===== src/rtl/assert_macros.svh =====
// Assertion macros for the block pool allocator RTL.
// Included by the top level; no other dependencies.
`ifndef ASSERT_MACROS_SVH
`define ASSERT_MACROS_SVH

// Check a property on every rising edge, held off while reset is asserted.
`define FBPA_ASSERT_RST(lbl, clk, rst_n, prop, msg) \
  lbl: assert property (@(posedge clk) disable iff (!rst_n) (prop)) else $error(msg);

// Check a property on every rising edge, reset included.
`define FBPA_ASSERT_ALWAYS(lbl, clk, prop, msg) \
  lbl: assert property (@(posedge clk) (prop)) else $error(msg);

`endif


===== src/rtl/fbpa_pkg.sv =====
// Shared types and constants for the fixed block pool allocator.
// No dependencies.
package fbpa_pkg;

  localparam int unsigned MaxBlocks = 64;
  localparam int unsigned IdxW      = 6;
  localparam int unsigned CntW      = 7;

  typedef logic [IdxW-1:0] blk_idx_t;
  typedef logic [CntW-1:0] blk_cnt_t;

  typedef enum logic [1:0] {
    OUT_GRANTED   = 2'd0,
    OUT_EXHAUSTED = 2'd1,
    OUT_RELEASED  = 2'd2,
    OUT_IGNORED   = 2'd3
  } outcome_e;

  typedef enum logic {
    KIND_ALLOC   = 1'b0,
    KIND_RELEASE = 1'b1
  } kind_e;

endpackage


===== src/rtl/fixed_block_pool_allocator_core.sv =====
// Top level of the fixed block pool allocator: free-index stack and taken flags.
// Depends on fbpa_pkg and assert_macros.svh.
//
// Usage:
//   Input channel (in_valid_i / in_stall_o) carries one request: kind_i selects
//   allocate or release, block_index_i names the block on release. The result
//   channel (out_valid_o / out_stall_i) returns granted_index_o and outcome_o,
//   one result per request, in request order.
//   A request has two steps: the transfer edge issues reads of the stack and
//   flag memories, and the update step then uses the registered read data to do
//   the read-modify-write and load the output register. One request is in flight
//   at a time: a new request is not taken before the last one has left its update step.
//   The output register holds a finished result while the receiver stalls; a
//   new request is still taken then, and waits in its update step until the
//   output register frees up.
//   Reset (rst_ni low, asynchronous) empties the stack, rewinds the never-used
//   counter, marks every block free through per-entry valid bits and sets the
//   pool size to 64. No clearing pass is needed; requests are taken right away.
//   cfg_we_i / cfg_wdata_i write the pool size; write it only while idle.
`include "assert_macros.svh"

module fixed_block_pool_allocator_core (
  input  logic       clk_i,
  input  logic       rst_ni,
  input  logic       cfg_we_i,
  input  logic [6:0] cfg_wdata_i,
  input  logic       in_valid_i,
  output logic       in_stall_o,
  input  logic       kind_i,
  input  logic [5:0] block_index_i,
  output logic       out_valid_o,
  input  logic       out_stall_i,
  output logic [5:0] granted_index_o,
  output logic [1:0] outcome_o
);

  localparam logic StIdle = 1'b0;
  localparam logic StRmw  = 1'b1;

  localparam fbpa_pkg::blk_cnt_t PoolMax   = fbpa_pkg::CntW'(fbpa_pkg::MaxBlocks);
  localparam fbpa_pkg::blk_cnt_t PoolReset = 7'd64;

  logic                 state_q, state_d;
  fbpa_pkg::blk_cnt_t   pool_size_q;
  fbpa_pkg::blk_cnt_t   next_unused_q, next_unused_d;
  fbpa_pkg::blk_cnt_t   depth_q, depth_d;
  logic                 kind_q;
  fbpa_pkg::blk_idx_t   idx_q;

  // memories, registered read
  fbpa_pkg::blk_idx_t   stack_mem [fbpa_pkg::MaxBlocks];
  logic                 flag_mem  [fbpa_pkg::MaxBlocks];
  fbpa_pkg::blk_idx_t   stk_rdata_q;
  logic                 flag_rdata_q;
  logic                 flag_vld_rdata_q;
  logic [fbpa_pkg::MaxBlocks-1:0] flag_vld_q;

  logic                 accept;
  logic                 finish;
  fbpa_pkg::blk_idx_t   stk_raddr;
  logic                 stk_we;
  logic                 flag_we;
  fbpa_pkg::blk_idx_t   flag_waddr;
  logic                 flag_wdata;
  fbpa_pkg::blk_cnt_t   pool_bound;
  logic                 is_taken;

  logic                 out_valid_q;
  fbpa_pkg::blk_idx_t   granted_q, granted_d;
  fbpa_pkg::outcome_e   outcome_q, outcome_d;

  assign in_stall_o = (state_q != StIdle);
  assign accept     = in_valid_i && (state_q == StIdle);
  assign finish     = (state_q == StRmw) && (!out_valid_q || !out_stall_i);
  assign stk_raddr  = fbpa_pkg::IdxW'(depth_q - 7'd1);
  assign pool_bound = (pool_size_q > PoolMax) ? PoolMax : pool_size_q;
  assign is_taken   = flag_vld_rdata_q && flag_rdata_q;

  // read-modify-write step
  always_comb begin
    state_d       = state_q;
    next_unused_d = next_unused_q;
    depth_d       = depth_q;
    stk_we        = 1'b0;
    flag_we       = 1'b0;
    flag_waddr    = idx_q;
    flag_wdata    = 1'b0;
    granted_d     = '0;
    outcome_d     = fbpa_pkg::OUT_IGNORED;
    unique case (state_q)
      StIdle: begin
        if (accept) begin
          state_d = StRmw;
        end
      end
      StRmw: begin
        if (kind_q == fbpa_pkg::KIND_ALLOC) begin
          if (depth_q != '0) begin
            granted_d = stk_rdata_q;
            outcome_d = fbpa_pkg::OUT_GRANTED;
            depth_d   = depth_q - 7'd1;
          end else if (next_unused_q < pool_bound) begin
            granted_d     = fbpa_pkg::IdxW'(next_unused_q);
            outcome_d     = fbpa_pkg::OUT_GRANTED;
            next_unused_d = next_unused_q + 7'd1;
          end else begin
            outcome_d = fbpa_pkg::OUT_EXHAUSTED;
          end
          flag_waddr = granted_d;
          flag_wdata = 1'b1;
          flag_we    = (outcome_d == fbpa_pkg::OUT_GRANTED);
        end else begin
          if (is_taken && (depth_q < PoolMax)) begin
            outcome_d = fbpa_pkg::OUT_RELEASED;
            depth_d   = depth_q + 7'd1;
            stk_we    = 1'b1;
            flag_we   = 1'b1;
          end
        end
        if (finish) begin
          state_d = StIdle;
        end else begin
          // hold until the output register frees up
          next_unused_d = next_unused_q;
          depth_d       = depth_q;
          stk_we        = 1'b0;
          flag_we       = 1'b0;
        end
      end
      default: state_d = StIdle;
    endcase
  end

  always_ff @(posedge clk_i or negedge rst_ni) begin
    if (!rst_ni) begin
      state_q       <= StIdle;
      pool_size_q   <= PoolReset;
      next_unused_q <= '0;
      depth_q       <= '0;
      flag_vld_q    <= '0;
      out_valid_q   <= 1'b0;
    end else begin
      state_q       <= state_d;
      next_unused_q <= next_unused_d;
      depth_q       <= depth_d;
      if (cfg_we_i) begin
        pool_size_q <= cfg_wdata_i;
      end
      if (flag_we) begin
        flag_vld_q[flag_waddr] <= 1'b1;
      end
      if (finish) begin
        out_valid_q <= 1'b1;
      end else if (!out_stall_i) begin
        out_valid_q <= 1'b0;
      end
    end
  end

  // request and result payload
  always_ff @(posedge clk_i) begin
    if (accept) begin
      kind_q <= kind_i;
      idx_q  <= block_index_i;
    end
    if (finish) begin
      granted_q <= granted_d;
      outcome_q <= outcome_d;
    end
  end

  // free-index stack memory
  always_ff @(posedge clk_i) begin
    if (stk_we) begin
      stack_mem[fbpa_pkg::IdxW'(depth_q)] <= idx_q;
    end
    if (accept) begin
      stk_rdata_q <= stack_mem[stk_raddr];
    end
  end

  // taken-flag memory
  always_ff @(posedge clk_i) begin
    if (flag_we) begin
      flag_mem[flag_waddr] <= flag_wdata;
    end
    if (accept) begin
      flag_rdata_q     <= flag_mem[block_index_i];
      flag_vld_rdata_q <= flag_vld_q[block_index_i];
    end
  end

  assign out_valid_o     = out_valid_q;
  assign granted_index_o = granted_q;
  assign outcome_o       = outcome_q;

  `FBPA_ASSERT_RST(a_depth_bound, clk_i, rst_ni, depth_q <= PoolMax, "stack depth beyond pool")
  `FBPA_ASSERT_RST(a_unused_bound, clk_i, rst_ni, next_unused_q <= PoolMax, "never-used index beyond pool")
  `FBPA_ASSERT_RST(a_grant_zero, clk_i, rst_ni, (out_valid_q && (outcome_q != fbpa_pkg::OUT_GRANTED)) |-> (granted_q == '0), "nonzero index without grant")
  `FBPA_ASSERT_RST(a_depth_step, clk_i, rst_ni, (depth_q != $past(depth_q)) |-> ($past(finish) && out_valid_q), "stack depth moved outside completion")

endmodule


===== config.mk =====
export PLATFORM = sky130hd
export DESIGN_NAME = fixed_block_pool_allocator_core
export DESIGN_NICKNAME = d
export VERILOG_FILES = /design/src/rtl/fbpa_pkg.sv /design/src/rtl/fixed_block_pool_allocator_core.sv
export VERILOG_INCLUDE_DIRS = /design/src /design/src/rtl
export SDC_FILE = /design/constraint.sdc
export NUM_CORES = 1
export LEC_CHECK = 0
export BUFFER_PORTS_ARGS = -buffer_cell sky130_fd_sc_hd__buf_2
export CORE_ASPECT_RATIO = 1.1
export CORE_MARGIN = 3
export CORE_UTILIZATION = 30
export CTS_CLUSTER_SIZE = 8
export DETAILED_ROUTE_END_ITERATION = 12
export HOLD_SLACK_MARGIN = 0.05
export PLACE_DENSITY = 0.53
export SETUP_SLACK_MARGIN = 0.15
export SLEW_MARGIN = 15
export SYNTH_ARGS = -nofsm -noshare
export SYNTH_HDL_FRONTEND = slang
export SYNTH_SLANG_ARGS = --single-unit

===== constraint.sdc =====
create_clock -name clk_i -period 7.4 [get_ports clk_i]
set_clock_uncertainty 0.1 [all_clocks]
set_input_delay 0 -clock clk_i [delete_from_list [all_inputs] [get_ports clk_i]]
set_output_delay 0 -clock clk_i [all_outputs]
set_load 0.05 [all_outputs]

# Yosys cells after proc, flatten, opt, wreduce, memory -nomap -nowiden
# Memories as Yosys holds them, arrays and structs flattened. A register that Yosys moved wholly into a read port is not among the register bits.
# Cells that the tools add are included.
# word_totals
register_bits,103
ram_bits,448
input_bits,19
output_inout_bits,10
wordCells,78
mem_count,2
# mem_list
name,depth,width,rd,rd_clocked_by_memory_dff,write_ports,line,rtl
stack_mem,64,6,1,1,1,fixed_block_pool_allocator_core.sv:51,fbpa_pkg::blk_idx_t stack_mem [fbpa_pkg::MaxBlocks];
flag_mem,64,1,1,1,1,fixed_block_pool_allocator_core.sv:52,logic flag_mem [fbpa_pkg::MaxBlocks];
# classes
addsub,3
order_cmp,6
eq_ne,2
mux,36
bitwise_logic,4
reduce_logical,14
# op_table
operator,n
$or A64 B64 Y64,1
$mux W7,4
$mux W6,4
$mux W1,22
$add A7 B1 Y7 const B,2
$lt A6 B7 Y1 const B,2
$gt A7 B7 Y1 const B,1
$lt A7 B7 Y1,1
$lt A7 B7 Y1 const B,1
$reduce_bool A7 Y1,1
$sub A7 B1 Y7 const B,1
$bmux W1 S6,1
$demux W1 S6,1
$ge A6 B1 Y1 const B,1
$mux W2,3
$logic_and A1 B1 Y1,5
$reduce_and A5 Y1,1
$ne A2 B1 Y1 const B,2
$reduce_and A4 Y1,1
$not A1 Y1,3
$logic_not A1 Y1,2
$logic_not A2 Y1,1
$pmux W1 S2,1
$reduce_bool A2 Y1,1
other kinds (2),2

# Depth between registers and ports, before layout
# depth
depth_word,13
depth_mapped,13
mapped_depth_nobuf,9

# Worst setup path after synthesis
# Ideal clock, no wire load.
# synth_path
path_type,flip-flop to flip-flop
startpoint,reg depth_q[0]
endpoint,"reg stk_rdata_q[0] (read register of stack_mem), data pin"
setup_ns,0.272
arrival_ns,3.456
t_required_ns,7.028
path_slack_ns,3.572
path_stages_with_launch,11
path_buffers,5
synth_period_minus_slack_ns,3.828
cell_sequence,dfrtp_1 clkbuf_1 buf_2 inv_1 ha_1 clkbuf_1 clkbuf_1 clkbuf_1 mux4_2 mux4_2 mux4_2
# synth_between
elab_chain_cells,1
# synth_rtl
element,line,rtl
"start, declared",fixed_block_pool_allocator_core.sv:46,"fbpa_pkg::blk_cnt_t depth_q, depth_d;"
"start signal, assigned",fixed_block_pool_allocator_core.sv:145,depth_q <= depth_d;
$sub A7 B1 Y7,n/a,
"end, declared",fixed_block_pool_allocator_core.sv:53,fbpa_pkg::blk_idx_t stk_rdata_q;
# Every way passes these cells.
# A chain may end at the register's enable or synchronous reset.

# Worst setup path after layout
# layout_path
startpoint,reg depth_q[0]
endpoint,"reg stk_rdata_q[4] (read register of stack_mem), data pin"
# Same word-level chain as after synthesis.

==> results.md <==
Critical path:
- The nature of the critical path endpoint is a flop.
- The critical path goes through inv_1, ha_4, buf_4, mux4_2, mux4_2, mux4_2.
- The kind of cell adding the most delay to the critical path is multiplexers.
- At the worst endpoint, the arrival time is 4.55 ns.
- The critical path contains buffers and inverters numbering 2 combined.
- In this design, the critical path's most frequently occurring cell is mux4_2.
- The maximum fanout along the worst path is 72.
- The worst setup path is of the flop to flop kind.
- For the worst setup path, the data required time is 7.64 ns.
- The kind of launch point of the worst setup path is a flop.
- The maximum single-stage delay on the critical path is 1.07 ns.
- The highest-delay cell along the critical path is ha_4.

Clock network:
- The number of clock sinks seen by CTS is 558.
- The CTS tree is yes.
- The root buffer cell chosen for the clock tree is clkbuf_16.
- Clock-pin slew was measured on the worst setup and hold paths at 0.05 ns.
- TritonCTS created 79 clock buffers.
- In this run the deepest clock path goes through 3 buffers.
- The number of H-tree branching levels is 3.
- The count of instances resized after the clock tree is built is 0.
- The clock latency at the later pin of the worst-skew pair is 0.60 ns.

STA:
- Setup violations remaining at the end of the flow were counted as 0.
- The final-report hold violation count came to 0.
- The setup TNS is 0 ns.
- The max-slew headroom at the worst pin is 23.13%.
- Dividing the final minimum period by the clock period gives 58.28%.
- The post-route minimum period is 4.313 ns.
- The number of pins with negative max-slew slack in the final report is 0.
- The smallest setup slack after layout is 3.087 ns.
- The maximum operating frequency is 231.9 MHz.
- For the pin with the worst max-slew slack, the measured transition is 1.145 ns.
- Setup repair after global routing left no endpoint under its margin.

Place:
- The final RePlAce weighted congestion is 0.7667.
- OpenSTA, run right after detailed placement, puts the worst setup slack at 3.000 ns.
- Buffers placed on the I/O ports in this run total 28.
- The cell area after placement is 23,950 µm².
- The HPWL after detailed placement is 31,290 µm.

Logic synthesis:
- The fraction of synthesis flops using an asynchronous set or reset pin is 15.59%.
- Of the total synthesized cell area, the portion taken by AND, OR, NAND and NOR gates is 4.559%.
- The Yosys warning count is 0.
- The synthesized netlist devotes 3.798% of its cell area to compound gates.
- The adder and majority cell fraction of the synthesized area is 0.4961%.
- The number of synthesized flops with an enable pin is 471.
- Summing the areas of all xor and xnor instances in the mapped netlist gives 0.6174% of the synthesized area.
- The mean instance size in the synthesized netlist is 19.42 µm².
- Synthesis produced a netlist whose cell count is 1,169.
- The post-synthesis cell type count is 54.
- The share of synthesized area occupied by flip-flops and latches is 71.91%.
- In the synthesized netlist the dominant register cell turns out to be edfxtp_1.
- After synthesis, the largest family of logic cells by area is multiplexers.
- The number of nets in the synthesized netlist is 1,197.
- The cell area that synthesis handed to floorplanning was 22,700 µm².
- The flip-flop and latch count after synthesis is 558.
- Multiplexer cells account for 17.06% of the synthesized area.

Pwr:
- The design draws 9.903 mW.
- The peak supply drop is 404.3 µV.
- Power spread over the standard cell area amounts to 373.7 nW/µm².
- The leakage power is 8.603 nW.

Global routing:
- The global routing met3 resource utilization is 2.463%.
- The global-route track usage on met1 is 17.14%.
- The number of antenna violations at the first check in global routing is 0.
- Global routing finished with a remaining overflow of 0.
- In the global route stage, met2 resource usage came out at 23.27%.
- The number of global-route vias before repair is 12,030.
- Entering global routing, the biggest net connects 80 pins.
- The overall fraction of global-route tracks in use is 13.39%.
- The global routing stage identified its most utilized layer as met2.
- The wire length of the first global-routing pass is 78,530 µm.

Layout:
- The number of nets in the final layout is 1,293.
- The filler cells instantiated in the layout total 6,911.
- In the final layout, the share of cells above drive strength 1 is 26.00%.
- The number of antenna diodes in the final layout is 0.
- At the end of the flow the core is filled with cells to 35.45%.
- In the final layout, the multi-input gates occupy 6077 µm².
- The layout overhead on the synthesized area is 16.76%.
- The area of all placed cells without fillers is 26,500 µm².
- The register area is 16,330 µm².

Floorplanning:
- The initialized floorplan defines 105 standard-cell rows.
- For this configuration, the core starts out at a cell density of 30.36%.
- From bottom edge to top edge, the die measures 294.5 µm.
- The die covers 79,000 µm².
- For this design the top-level I/O count stands at 29.
- In this run the horizontal extent of the chip is 268.3 µm.
- After floorplanning, the core was sized to cover 74,750 µm².

Detailed routing:
- In the routed layout, each cell is associated on average with a via count of 4.985.
- For this run, design rule violations remaining after detail routing come to 0.
- The wire length reported by the detailed router is 52,190 µm.
- In the final routed layout, each cell accounts on average for 23.06 µm.
- The number of iterations in the first detailed-routing pass is 5.
- The vias after detailed routing is 11,280.
- The number of nets still failing antenna checks after routing is 0.
- For this block, the initial DRC count from the detailed router was 839.

Status:
- The flow ran to the end, and the final reports show no timing, DRC or antenna violations.

Min path:
- The tightest min-delay check is of the input pin to flop type.

Job:
- The max-capacitance violation count is 0.
[area by class of cell]
class | instances | share of cell area [%]
flip-flops and latches | 558 | 61.60
multi-input cells | 535 | 22.93
clock buffers | 112 | 8.087
well taps | 963 | 4.547
repair buffers | 83 | 2.408
clock inverters | 4 | 0.3116
inverters | 8 | 0.1133
[per-stage QoR]
stage,hold WS (ns),instances
final,0.08141,2263
after global routing,0.07920,2263
after CTS,0.05186,2263
after detailed placement,-0.2742,2114
after global placement,-0.2765,2114
after floorplan,-0.3956,1169
[cell usage in the layout (no fill, tap or decap), types with 4 or more instances in the layout]
master	Yosys	layout
clkbuf_16	0	81
clkbuf_1	34	31
buf_2	23	27
a22o_1	6	6
o21ai_0	4	4
mux2_2	6	6
xnor2_1	8	8
a21o_1	6	6
dlygate4sd3_1	0	33
mux4_2	168	168
o21bai_1	62	62
nor2_1	139	139
inv_1	8	7
edfxtp_1	471	471
nand4_1	7	7
a21oi_1	6	6
nand2_1	26	26
ha_1	9	8
a211oi_1	4	4
buf_4	3	23
nor3_1	4	4
dfrtp_1	86	85
nand3b_1	4	4
nand3_1	18	18
xor2_1	8	6
or3_1	6	6
[power breakdown]
part	total (mW)	internal (mW)	switching, mW
logic	2.76	1.38	1.38
registers	3.87	3.66	0.213
clock network	3.27	1.99	1.28
total	9.90	7.03	2.87
[synth_stat cells, types with 3 or more instances]
cell type / count / area share [%]
clkbuf_1: 34 / 0.56
nand3b_1: 4 / 0.13
nand2_1: 26 / 0.43
a31o_2: 3 / 0.12
nand3_1: 18 / 0.40
edfxtp_1: 471 / 62
a22o_1: 6 / 0.23
xor2_1: 8 / 0.31
nand4_1: 7 / 0.19
dfrtp_1: 86 / 9.5
buf_4: 3 / 0.099
o22ai_2: 3 / 0.17
buf_2: 23 / 0.51
nor4_1: 3 / 0.083
a21o_1: 6 / 0.20
nor2b_1: 3 / 0.083
o21bai_2: 3 / 0.15
xnor2_1: 8 / 0.31
ha_1: 9 / 0.50
o21ai_0: 4 / 0.088
buf_1: 4 / 0.066
nor3_1: 4 / 0.088
nand4_2: 3 / 0.17
mux4_2: 168 / 17
o21bai_1: 62 / 2.1
a211oi_1: 4 / 0.13
or3_1: 6 / 0.17
a21oi_1: 6 / 0.13
mux2_2: 6 / 0.30
inv_1: 8 / 0.13
o22a_1: 3 / 0.12
buf_6: 4 / 0.20
nor2_1: 139 / 2.3
[cells by family (layout without fill, tap and decap cells)]
| kind of cell | count (synthesis) | after routing |
|---|---|---|
| buffers and inverters | 76 | 207 |
| AOI/OAI and AO/OA | 109 | 109 |
| and+or+nand+nor | 225 | 225 |
| muxes | 176 | 176 |
| adders and majority gates | 9 | 9 |
| DFF | 558 | 558 |
| xor gates and xnor gates | 16 | 16 |
[layer usage]
layer	vias to the layer above	wire length (µm)	share of wire, %
met5	-	0	0
met4	0	885	1.7
met3	66	2436	4.7
met2	281	27090	52
met1	6038	21770	42
li1	4895	-	-
[timing repair]
| item | 4_1_cts | 5_1_grt |
|---|---|---|
| setup buffers | 0 | 0 |
| endpoints found under the hold margin | 133 | 0 |
| hold buffers | 33 | 0 |
[registers in the layout, summed over array words and instances, names as in the netlist]
signal / cells
flag_mem: 64
flag_rdata_q: 1
depth_q: 7
in_stall_o: 1
kind_q: 1
pool_size_q: 7
stk_rdata_q: 6
stack_mem: 384
flag_vld_q: 64
out_valid_o: 1
next_unused_q: 7
idx_q: 6
granted_index_o: 6
outcome_o: 2
flag_vld_rdata_q: 1
[worst paths after layout]
kind | from | to | slack (ns) | cells after the start
hold reg to reg | flag_vld_q[63]$_DFFE_PN0P_ | flag_vld_q[63]$_DFFE_PN0P_ | 0.36 | 1
min in group asynchronous | rst_ni | depth_q[5]$_DFFE_PN0P_ | 0.12 | 3
setup reg to reg | depth_q[0]$_DFFE_PN0P_ | stk_rdata_q[4]$_DFFE_PP_ | 3.09 | 6
setup / recovery | depth_q[0]$_DFFE_PN0P_ | stk_rdata_q[4]$_DFFE_PP_ | 3.09 | 6
hold / removal | block_index_i[5] | idx_q[5]$_DFFE_PP_ | 0.08 | 2
max in group asynchronous | rst_ni | depth_q[0]$_DFFE_PN0P_ | 6.28 | 3
No activity file was read; power rests on OpenSTA's default activity.
